--- src/rtl/ihex_pkg.sv ---
package ihex_pkg;

    // one character beat
    typedef struct packed {
        logic [7:0] ch;
        logic       line_end;
    } t_in_item;

    // one result beat
    typedef struct packed {
        logic        kind;
        logic [31:0] write_addr;
        logic [7:0]  write_data;
        logic [1:0]  status;
        logic [7:0]  byte_count;
        logic        last;
    } t_out_item;

    // results of one character, handed to the output queue
    typedef struct packed {
        logic [1:0] cnt;
        t_out_item  item0;
        t_out_item  item1;
    } t_push;

    typedef enum logic [2:0] {
        PH_AWAIT = 3'd0,
        PH_LEN   = 3'd1,
        PH_ADDR  = 3'd2,
        PH_TYPE  = 3'd3,
        PH_ELA   = 3'd4,
        PH_DATA  = 3'd5,
        PH_SUM   = 3'd6,
        PH_SKIP  = 3'd7
    } t_phase;

    localparam logic KIND_WRITE  = 1'b0;
    localparam logic KIND_STATUS = 1'b1;

    localparam logic [1:0] ST_DATA_OK = 2'd0;
    localparam logic [1:0] ST_ELA_OK  = 2'd1;
    localparam logic [1:0] ST_IGNORED = 2'd2;
    localparam logic [1:0] ST_ERROR   = 2'd3;

    localparam logic [7:0] REC_DATA = 8'h00;
    localparam logic [7:0] REC_ELA  = 8'h04;
    localparam logic [7:0] CH_COLON = 8'h3A;

    // output queue: room for two results per character plus slack
    localparam int QDEPTH = 4;
    localparam int QAW    = 2;

endpackage

--- src/rtl/ihex_core.sv ---
module ihex_core (
    input  logic               i_clk,
    input  logic               i_rst_n,
    input  logic               i_accept,
    input  ihex_pkg::t_in_item i_item,
    output ihex_pkg::t_push    o_push
);

    ihex_pkg::t_phase r_phase, n_phase;
    logic [1:0]  r_digit_pos, n_digit_pos;
    logic [3:0]  r_high_nibble, n_high_nibble;
    logic [7:0]  r_record_len, n_record_len;
    logic [15:0] r_record_addr, n_record_addr;
    logic [7:0]  r_record_type, n_record_type;
    logic [7:0]  r_data_index, n_data_index;
    logic [7:0]  r_running_sum, n_running_sum;
    logic [15:0] r_upper_address, n_upper_address;
    logic [15:0] r_field_value, n_field_value;

    logic       hex_ok;
    logic [3:0] hex_val;
    logic [7:0] byte_val;
    logic [7:0] sum_val;
    logic [7:0] index_inc;
    logic       in_record;
    logic       skip_beat;
    logic       await_bad;
    logic       bad_digit;
    logic       byte_done;
    logic       type_ignored;
    logic       data_write;
    logic       sum_done;
    logic       finished;
    logic       trunc;
    logic [1:0] fin_status;
    logic [7:0] fin_count;

    always_comb begin
        hex_ok  = 1'b1;
        hex_val = 4'd0;
        if (i_item.ch >= 8'h30 && i_item.ch <= 8'h39) begin
            hex_val = i_item.ch[3:0];
        end else if ((i_item.ch >= 8'h41 && i_item.ch <= 8'h46)
                  || (i_item.ch >= 8'h61 && i_item.ch <= 8'h66)) begin
            hex_val = i_item.ch[3:0] + 4'd9;
        end else begin
            hex_ok = 1'b0;
        end
    end

    assign byte_val  = {r_high_nibble, hex_val};
    assign sum_val   = r_running_sum + byte_val;
    assign index_inc = r_data_index + 8'd1;

    assign skip_beat    = (r_phase == ihex_pkg::PH_SKIP);
    assign in_record    = !skip_beat && (r_phase != ihex_pkg::PH_AWAIT);
    assign await_bad    = (r_phase == ihex_pkg::PH_AWAIT) && (i_item.ch != ihex_pkg::CH_COLON);
    assign bad_digit    = in_record && !hex_ok;
    assign byte_done    = in_record && hex_ok && r_digit_pos[0];
    assign type_ignored = byte_done && (r_phase == ihex_pkg::PH_TYPE)
                          && (byte_val != ihex_pkg::REC_ELA) && (byte_val != ihex_pkg::REC_DATA);
    assign data_write   = byte_done && (r_phase == ihex_pkg::PH_DATA);
    assign sum_done     = byte_done && (r_phase == ihex_pkg::PH_SUM);
    assign finished     = await_bad || bad_digit || type_ignored || sum_done;
    assign trunc        = !skip_beat && !finished && i_item.line_end;

    // next state
    always_comb begin
        n_phase         = r_phase;
        n_digit_pos     = r_digit_pos;
        n_high_nibble   = r_high_nibble;
        n_record_len    = r_record_len;
        n_record_addr   = r_record_addr;
        n_record_type   = r_record_type;
        n_data_index    = r_data_index;
        n_running_sum   = r_running_sum;
        n_upper_address = r_upper_address;
        n_field_value   = r_field_value;
        if (skip_beat) begin
            if (i_item.line_end) begin
                n_phase = ihex_pkg::PH_AWAIT;
            end
        end else begin
            if (r_phase == ihex_pkg::PH_AWAIT) begin
                if (!await_bad) begin
                    n_running_sum = 8'd0;
                    n_digit_pos   = 2'd0;
                    n_field_value = 16'd0;
                    n_data_index  = 8'd0;
                    n_phase       = ihex_pkg::PH_LEN;
                end
            end else if (hex_ok && !r_digit_pos[0]) begin
                n_high_nibble = hex_val;
                n_digit_pos   = r_digit_pos + 2'd1;
            end else if (hex_ok) begin
                n_running_sum = sum_val;
                n_digit_pos   = r_digit_pos + 2'd1;
                unique case (r_phase)
                    ihex_pkg::PH_LEN: begin
                        n_record_len = byte_val;
                        n_digit_pos  = 2'd0;
                        n_phase      = ihex_pkg::PH_ADDR;
                    end
                    ihex_pkg::PH_ADDR: begin
                        n_field_value = {r_field_value[7:0], byte_val};
                        if (r_digit_pos == 2'd3) begin
                            n_record_addr = {r_field_value[7:0], byte_val};
                            n_field_value = 16'd0;
                            n_digit_pos   = 2'd0;
                            n_phase       = ihex_pkg::PH_TYPE;
                        end
                    end
                    ihex_pkg::PH_TYPE: begin
                        n_record_type = byte_val;
                        n_digit_pos   = 2'd0;
                        if (byte_val == ihex_pkg::REC_ELA) begin
                            n_phase = ihex_pkg::PH_ELA;
                        end else if (byte_val == ihex_pkg::REC_DATA) begin
                            n_phase = (r_record_len != 8'd0) ? ihex_pkg::PH_DATA
                                                              : ihex_pkg::PH_SUM;
                        end
                    end
                    ihex_pkg::PH_ELA: begin
                        n_field_value = {r_field_value[7:0], byte_val};
                        if (r_digit_pos == 2'd3) begin
                            n_upper_address = {r_field_value[7:0], byte_val};
                            n_field_value   = 16'd0;
                            n_digit_pos     = 2'd0;
                            n_phase         = ihex_pkg::PH_SUM;
                        end
                    end
                    ihex_pkg::PH_DATA: begin
                        n_data_index = index_inc;
                        n_digit_pos  = 2'd0;
                        if (index_inc == r_record_len) begin
                            n_phase = ihex_pkg::PH_SUM;
                        end
                    end
                    default: begin
                        n_digit_pos = 2'd0;
                    end
                endcase
            end
            if (finished) begin
                n_phase = i_item.line_end ? ihex_pkg::PH_AWAIT : ihex_pkg::PH_SKIP;
            end else if (i_item.line_end) begin
                n_phase = ihex_pkg::PH_AWAIT;
            end
        end
    end

    // outputs
    always_comb begin
        fin_count = 8'd0;
        if (await_bad || bad_digit) begin
            fin_status = ihex_pkg::ST_ERROR;
        end else if (type_ignored) begin
            fin_status = ihex_pkg::ST_IGNORED;
        end else if (sum_val != 8'd0) begin
            fin_status = ihex_pkg::ST_ERROR;
        end else if (r_record_type == ihex_pkg::REC_ELA) begin
            fin_status = ihex_pkg::ST_ELA_OK;
        end else begin
            fin_status = ihex_pkg::ST_DATA_OK;
            fin_count  = r_record_len;
        end

        o_push       = '0;
        o_push.item0.kind = ihex_pkg::KIND_STATUS;
        o_push.item1.kind = ihex_pkg::KIND_STATUS;
        o_push.item1.status = ihex_pkg::ST_ERROR;
        o_push.item1.last   = 1'b1;
        if (data_write) begin
            o_push.item0.kind       = ihex_pkg::KIND_WRITE;
            o_push.item0.write_addr = {r_upper_address, r_record_addr} + {24'd0, r_data_index};
            o_push.item0.write_data = byte_val;
            o_push.item0.last       = !trunc;
        end else if (finished) begin
            o_push.item0.status     = fin_status;
            o_push.item0.byte_count = fin_count;
            o_push.item0.last       = 1'b1;
        end else begin
            o_push.item0.status = ihex_pkg::ST_ERROR;
            o_push.item0.last   = 1'b1;
        end
        if (i_accept) begin
            o_push.cnt = {1'b0, data_write || finished || trunc} + {1'b0, data_write && trunc};
        end
    end

    always_ff @(posedge i_clk) begin
        if (!i_rst_n) begin
            r_phase         <= ihex_pkg::PH_AWAIT;
            r_digit_pos     <= 2'd0;
            r_high_nibble   <= 4'd0;
            r_record_len    <= 8'd0;
            r_record_addr   <= 16'd0;
            r_record_type   <= 8'd0;
            r_data_index    <= 8'd0;
            r_running_sum   <= 8'd0;
            r_upper_address <= 16'd0;
            r_field_value   <= 16'd0;
        end else if (i_accept) begin
            r_phase         <= n_phase;
            r_digit_pos     <= n_digit_pos;
            r_high_nibble   <= n_high_nibble;
            r_record_len    <= n_record_len;
            r_record_addr   <= n_record_addr;
            r_record_type   <= n_record_type;
            r_data_index    <= n_data_index;
            r_running_sum   <= n_running_sum;
            r_upper_address <= n_upper_address;
            r_field_value   <= n_field_value;
        end
    end

endmodule

--- src/rtl/ihex_out_queue.sv ---
module ihex_out_queue (
    input  logic                i_clk,
    input  logic                i_rst_n,
    input  ihex_pkg::t_push     i_push,
    output logic                o_room,
    output logic                o_valid,
    input  logic                i_ready,
    output ihex_pkg::t_out_item o_item
);

    ihex_pkg::t_out_item r_mem [ihex_pkg::QDEPTH];

    logic [ihex_pkg::QAW-1:0] r_wr_ptr, n_wr_ptr;
    logic [ihex_pkg::QAW-1:0] r_rd_ptr, n_rd_ptr;
    logic [ihex_pkg::QAW:0]   r_count, n_count;
    logic [ihex_pkg::QAW-1:0] wr_ptr1;
    logic                     pop;

    assign wr_ptr1 = r_wr_ptr + ihex_pkg::QAW'(1);
    assign o_valid = (r_count != '0);
    assign o_item  = r_mem[r_rd_ptr];
    assign pop     = o_valid && i_ready;
    // a character can leave up to two results
    assign o_room  = (r_count <= (ihex_pkg::QAW + 1)'(ihex_pkg::QDEPTH - 2));

    assign n_wr_ptr = r_wr_ptr + ihex_pkg::QAW'(i_push.cnt);
    assign n_rd_ptr = r_rd_ptr + ihex_pkg::QAW'(pop);
    assign n_count  = r_count + (ihex_pkg::QAW + 1)'(i_push.cnt)
                      - (ihex_pkg::QAW + 1)'(pop);

    always_ff @(posedge i_clk) begin
        if (i_push.cnt != 2'd0) begin
            r_mem[r_wr_ptr] <= i_push.item0;
        end
        if (i_push.cnt == 2'd2) begin
            r_mem[wr_ptr1] <= i_push.item1;
        end
    end

    always_ff @(posedge i_clk) begin
        if (!i_rst_n) begin
            r_wr_ptr <= '0;
            r_rd_ptr <= '0;
            r_count  <= '0;
        end else begin
            r_wr_ptr <= n_wr_ptr;
            r_rd_ptr <= n_rd_ptr;
            r_count  <= n_count;
        end
    end

endmodule

--- src/rtl/intel_hex_record_decoder.sv ---
// intel hex record decoder: takes one ascii character per beat, with line_end on
// the last character of each line, and produces memory write beats (kind 0) for
// each data byte of a type 00 record and one status beat (kind 1) per line:
// data ok with byte count, ela ok, record ignored, or error (missing colon, bad
// digit, truncated line, checksum mismatch). writes leave as soon as their byte
// is parsed, before the checksum is known. the upper address set by a type 04
// record persists across lines until the next one. a character is taken every
// cycle while ready holds: the parser state updates in the accepting cycle and
// its results land in a four-entry output queue. at most two results come from
// one character (a data byte that ends a truncated line), so ready holds while
// the queue has two free entries; with a stalled output side, the input side
// stalls once the queue fills. results reach the output from queue registers.
module intel_hex_record_decoder (
    input  logic                i_clk,
    input  logic                i_rst_n,
    input  logic                i_in_valid,
    output logic                o_in_ready,
    input  ihex_pkg::t_in_item  i_in_item,
    output logic                o_out_valid,
    input  logic                i_out_ready,
    output ihex_pkg::t_out_item o_out_item
);

    logic            in_accept;
    logic            q_room;
    ihex_pkg::t_push push;

    // input beat taken only when the queue can absorb its worst case
    assign o_in_ready = q_room;
    assign in_accept  = i_in_valid && q_room;

    // parser state and per-character result generation
    ihex_core u_core (
        .i_clk    (i_clk),
        .i_rst_n  (i_rst_n),
        .i_accept (in_accept),
        .i_item   (i_in_item),
        .o_push   (push)
    );

    // result buffer decoupling the output handshake
    ihex_out_queue u_queue (
        .i_clk   (i_clk),
        .i_rst_n (i_rst_n),
        .i_push  (push),
        .o_room  (q_room),
        .o_valid (o_out_valid),
        .i_ready (i_out_ready),
        .o_item  (o_out_item)
    );

endmodule

--- config.mk ---
export PLATFORM = sky130hd
export DESIGN_NAME = intel_hex_record_decoder
export DESIGN_NICKNAME = d
export VERILOG_FILES = /design/src/rtl/ihex_pkg.sv /design/src/rtl/ihex_core.sv /design/src/rtl/ihex_out_queue.sv /design/src/rtl/intel_hex_record_decoder.sv
export SDC_FILE = /design/constraint.sdc
export NUM_CORES = 1
export LEC_CHECK = 0
export BUFFER_PORTS_ARGS = -buffer_cell sky130_fd_sc_hd__buf_2
export CORE_UTILIZATION = 35
export CTS_CLUSTER_SIZE = 20
export DETAILED_ROUTE_END_ITERATION = 10
export SLEW_MARGIN = 20
export SYNTH_ARGS = -nofsm -noshare
export SYNTH_HDL_FRONTEND = slang
export SYNTH_SLANG_ARGS = --single-unit
--- constraint.sdc ---
create_clock -name i_clk -period 5.6 [get_ports i_clk]
set_input_delay 0.84 -clock i_clk [delete_from_list [all_inputs] [get_ports i_clk]]
set_output_delay 0.84 -clock i_clk [all_outputs]
set_load 0.03 [all_outputs]
# After elaboration in Yosys (flattened, before gate mapping)
# Memory sizes are Yosys's and may differ from the RTL's. A register that Yosys moved wholly into a read port is not among the register bits.
# Cells that the tools add are included.
dict set report word_totals {
  ff_bits 88
  latchBits 0
  ramBits 208
  rom_bits 0
  output_inout_bits 54
  wordCells 172
  n_memories 1
}
dict set report classes {
  n_addsub 11
  n_mul 0
  n_div 0
  order_cmp 7
  n_eq_ne 23
  shift 0
  muxes 59
  bitwise 3
  n_reduce_logical 55
}
# name depth width read_ports rd_ports_with_merged_regs write_ports line_no
set mem_list {}
lappend mem_list {u_queue.r_mem 4 52 1 1 2 ihex_out_queue.sv:11} ;# ihex_pkg::t_out_item r_mem [ihex_pkg::QDEPTH];
# cell n
set ops {}
lappend ops {{two-way mux 8 bit} 19}
lappend ops {{two-way mux 3 bit} 14}
lappend ops {{two-way mux 41 bit} 1}
lappend ops {{adder 32 x 8 -> 32 bit} 1}
lappend ops {{nonzero test 8 bit} 4}
lappend ops {{two-way mux 2 bit} 13}
lappend ops {{AND reduction 6 bit} 4}
lappend ops {{logical AND 1 bit} 19}
lappend ops {{== test 8 x 3 -> 1 bit (second input constant)} 2}
lappend ops {{greater-or-equal comparator 8 x 7 -> 1 bit (second input constant)} 2}
lappend ops {{less-or-equal comparator 8 x 7 -> 1 bit (second input constant)} 2}
lappend ops {{one-hot mux 3 bit (5 select lines)} 1}
lappend ops {{AND reduction 7 bit} 2}
lappend ops {{== test 3 bit (second input constant)} 4}
lappend ops {{two-way mux 10 bit} 1}
lappend ops {{!= test 5 x 2 -> 1 bit (second input constant)} 2}
lappend ops {{AND reduction 10 bit} 1}
lappend ops {{nonzero test 3 bit} 3}
lappend ops {{adder 8 x 1 -> 8 bit (second input constant)} 1}
lappend ops {{adder 8 bit} 1}
lappend ops {{== test 8 bit} 1}
lappend ops {{greater-or-equal comparator 8 x 6 -> 1 bit (second input constant)} 1}
lappend ops {{less-or-equal comparator 8 x 6 -> 1 bit (second input constant)} 1}
lappend ops {{logical NOT 8 bit} 1}
lappend ops {{other kinds (30)} 57}

# Longest topological paths before layout
dict set report depth {
  word_depth 21
  depth_mapped 19
  ltp_nobuf 18
}

# Cells and area by module
# A second synthesis with hierarchy kept.
dict set report unflattened {
  cells_unflattened 1325
  area_unflattened_um2 16299.4
}
# module n_inst cells_each area_per_inst_um2 seq_area_each_um2
set by_module_without_submodules {}
lappend by_module_without_submodules {ihex_out_queue 1 549 10461.3 6386.1}
lappend by_module_without_submodules {ihex_core 1 775 5831.8 1621.6}
lappend by_module_without_submodules {intel_hex_record_decoder 1 1 6.3 0.0}

# Least setup slack after synthesis
# OpenSTA, ideal clock, no wires.
dict set report synth_path {
  path_kind {input to register}
  start {input i_in_item[1] in the netlist's numbering}
  end {memory u_queue.r_mem[3][10] in the netlist's numbering}
  arrival_time_ns 4.204
  t_required_ns 5.483
  slack_ns 1.279
  cell_stages 16
  path_cell_list {inv_1 > ha_1 > o21bai_1 > a21oi_4 > xnor2_1 > o21ai_0 > inv_1 > ha_1 > inv_1 > fa_1 > inv_1 > or4_1 > nor4_1 > o2111ai_1 > a211o_1 > o22a_1}
}
# item line_no
set synth_lines {}
lappend synth_lines {{start: declaration} intel_hex_record_decoder.sv:18} ;# input ihex_pkg::t_in_item i_in_item,
lappend synth_lines {{end: declaration} ihex_out_queue.sv:11}

==> metrics.csv <==
stage,metric,value,unit
cells_and_area,Multi-input gate area,7630,µm²
power,LEAKAGE,5.95,nW
clocking,CTS tree,yes,
clocking,Post-CTS Resized,0,
synthesis,"Seq/Total Area, Yosys",0.419,
clocking,Num CTS Buffers,34,
cells_and_area,fin nets,1630,
synthesis,Most used DFF post-synth,dfxtp_1,
critical_path,CP max-delay cell,or4_1,
detailed_routing,Vias/cell,5.55,
clocking,worst skew pair latency,0.53,ns
sta,"Hold Vio Cnt, Final",0,
synthesis,ys async rst share,0,
detailed_routing,total iterations of the first detailed-routing run,7,
synthesis,Netlist cell types,76,
critical_path,Crit path top cell by count,inv_1,
grt,vias in the first global route,11529,
detailed_routing,remaining antenna violation count,0,
detailed_routing,WL final,42800,µm
cells_and_area,area taken by flip-flops and latches,5930,µm²
critical_path,CP Max Fanout,9,
critical_path,Crit. End Element,register,
clocking,cts hold-fix bufs,0,
sta,RSZ-0062 raised after global routing,no,
synthesis,area share of the largest cell type after synthesis,0.419,
sta,Clock Skews,0.0279,ns
die,Rows,73,
cells_and_area,ANT cells,0,
cells_and_area,"commonest non-fill, non-tap cell in the layout",dfxtp_1,
synthesis,Post-Syn Nets,1608,
die,Die Y,203,µm
sta,Total Neg Setup Slack,0,ns
outcome,status,finished clean,
sta,final setup violation count,0,
clocking,Clock Path Buffers,3,
grt,Congestion Overflow GR,0,
cells_and_area,Post-Layout Cell Count,2137,
die,Core Area,39800,µm²
critical_path,data required time of the worst path,5.96,ns
cells_and_area,layout cells sized above 1,0.146,
sta,min cycle time layout,4.64,ns
cells_and_area,Area Growth Syn to Fin,13.5,%
die,Die Area,41300,µm²
clocking,H-Tree Depth,2,
critical_path,"Buf+Inv Stages, Crit Path",5,
critical_path,Worst Setup Path Type,in -> reg,
grt,gr usage total,0.207,
place,hpwl dp,27500,µm
sta,Max-slew headroom,0.296,
synthesis,Yosys reg bits,296,
place,Post-Place Cells,2077,
job,Max-cap violations,0,
clocking,CTS sink cnt,296,
grt,largest net degree at the start of global routing,59,
power,Final Power,5.81,mW
critical_path,worst reg-to-reg setup slack,2.00,ns
grt,first-pass GRT wire length,67000,µm
critical_path,crit start category,input pin,
power,Peak supply drop,180,µV
synthesis,Synth Warn #,0,
worst_hold_path,Min-Delay Path Class,reg -> reg,
cells_and_area,most frequent cells in the layout,"dfxtp_1, nand2_1, a21oi_1, nor2_1, nand3_1",
critical_path,CP Cell Sequence,buf_2 -> inv_1 -> ha_1 -> o21bai_1 -> a21oi_4 -> xnor2_1 -> o21ai_0 -> inv_1 -> ha_1 -> inv_1 -> fa_1 -> inv_1 -> or4_1 -> nor4_1 -> and4b_1 -> a311o_1 -> o21ai_0,
synthesis,Synth area leaders,"dfxtp_1, mux4_2, nand2_1, a21oi_1, nand3_1",
sta,Slew Limit Fails,0,
detailed_routing,post-DR wirelength/cell,20.0,µm
place,Port Buffer Count,66,
die,Initial Util,0.355,
detailed_routing,drt initial violations,893,
critical_path,crit-path max cell delay,0.53,ns
die,I/O pin total,67,
sta,period utilization,0.828,
clocking,# Post-CTS Setup Buffers,0,
synthesis,mean area per synthesized cell,9.04,µm²
critical_path,CP Data Arrival Time,5.00,ns
synthesis,post-synthesis cell count,1566,
grt,antenna violations before repair,1,
cells_and_area,fillers,4004,
sta,FMAX,0.216,GHz
synthesis,"EDFF count, synth",0,
detailed_routing,via count,11855,
die,Die Wd,203,µm
clocking,Clock transition at path regs,0.06,ns
place,GPL Wtd Cong,0.877,
power,power density over the cells,361,nW/µm²
synthesis,leading area contributor after synthesis,dfxtp_1,
synthesis,synthesized cell area,14200,µm²
clocking,CTS Root Cell,clkbuf_16,
sta,measured slew at the worst slew-check pin,1.05,ns
critical_path,largest delay contributor family on the critical path,simple AND/OR/NAND/NOR gates,
detailed_routing,drc violations,0,
## cell usage after synthesis, types with 4 or more instances
| master | count |
|---|---|
| a211oi_1 | 6 |
| a211oi_4 | 4 |
| a21boi_0 | 17 |
| a21oi_1 | 135 |
| a22oi_1 | 61 |
| a32o_1 | 8 |
| and2_1 | 18 |
| and3_1 | 7 |
| buf_1 | 7 |
| buf_2 | 27 |
| buf_4 | 9 |
| buf_6 | 12 |
| clkbuf_1 | 56 |
| dfxtp_1 | 296 |
| ha_1 | 26 |
| inv_1 | 25 |
| mux2i_1 | 34 |
| mux4_2 | 52 |
| nand2_1 | 249 |
| nand2b_1 | 4 |
| nand3_1 | 93 |
| nand4_1 | 6 |
| nor2_1 | 108 |
| nor2b_1 | 61 |
| nor3_1 | 23 |
| nor4_1 | 9 |
| o211a_1 | 7 |
| o211ai_2 | 4 |
| o21a_1 | 4 |
| o21ai_0 | 66 |
| o21ai_1 | 6 |
| o32a_1 | 5 |
| or3_1 | 5 |
| xnor2_1 | 28 |
| xor2_1 | 19 |
## metrics by stage
stage	instance area (µm²)	util	hold WS, ns	setup WS [ns]
3_5_place_dp	14900	0.374	0.445	0.463
6_report	16100	0.403	0.450	0.964
5_1_grt	16100	0.403	0.472	0.651
4_1_cts	16100	0.403	0.453	0.992
3_3_place_gp	14900	0.374	0.439	0.572
2_1_floorplan	14200	-	0.429	1.28
## layer usage
layer  track usage  routed length [µm]  part of all wire  vias up
met5             0                   8           0.00019        -
met3        0.0329                2330             0.054       84
li1              -                   -                 -     5602
met4        0.0671                1220             0.029        2
met1         0.271               19000              0.44     5826
met2         0.346               20300              0.47      341
## registers in the layout, indices dropped and copies added (netlist names)
| signal | flops |
|---|---|
| u_queue.r_mem | 208 |
| u_core.r_record_addr | 16 |
| u_core.r_upper_address | 16 |
| u_core.r_data_index | 8 |
| u_core.r_field_value | 8 |
| u_core.r_record_len | 8 |
| u_core.r_record_type | 8 |
| u_core.r_running_sum | 8 |
| u_core.r_high_nibble | 4 |
| u_core.r_phase | 3 |
| u_queue.r_count | 3 |
| u_core.r_digit_pos | 2 |
| u_queue.r_rd_ptr | 2 |
| u_queue.r_wr_ptr | 2 |
## cell families (layout without fill, tap and decap cells)
family,after synthesis,count (layout),share of synthesized area
DFF,296,296,0.419
AOI/OAI and AO/OA,368,368,0.173
adders and majority gates,30,30,0.0279
buffers and inverters,137,183,0.0475
muxes,87,87,0.108
and+or+nand+nor,601,601,0.196
xor gates and xnor gates,47,47,0.0291
## worst min-delay path, delay by kind of cell, from the launching register on
family,cells,cell delay (ns)
DFF,1,0.31
and+or+nand+nor,1,0.05
AOI/OAI and AO/OA,1,0.05
## path summary, 6_finish.rpt
path,cells past startpoint,start,to
worst min-delay path,2,u_queue.r_mem[3][39],u_queue.r_mem[3][39]
worst max-delay path,17,i_in_item[1],u_queue.r_mem[2][9]
worst min register to register,2,u_queue.r_mem[3][39],u_queue.r_mem[3][39]
worst max register to register,12,u_core.r_phase[2],u_queue.r_count[2]
## layout make-up
type,instances,area share
multi-input cells,1133,0.475
flip-flops and latches,296,0.369
clock buffers,52,0.0660
well taps,525,0.0409
repair buffers,97,0.0366
clock inverters,8,0.00677
inverters,26,0.00607
## power breakdown
part,switching [mW],internal (mW)
clock network,0.901,1.40
registers,0.127,2.18
logic,0.827,0.368
Note: power is estimated with default switching activity, not from simulation.
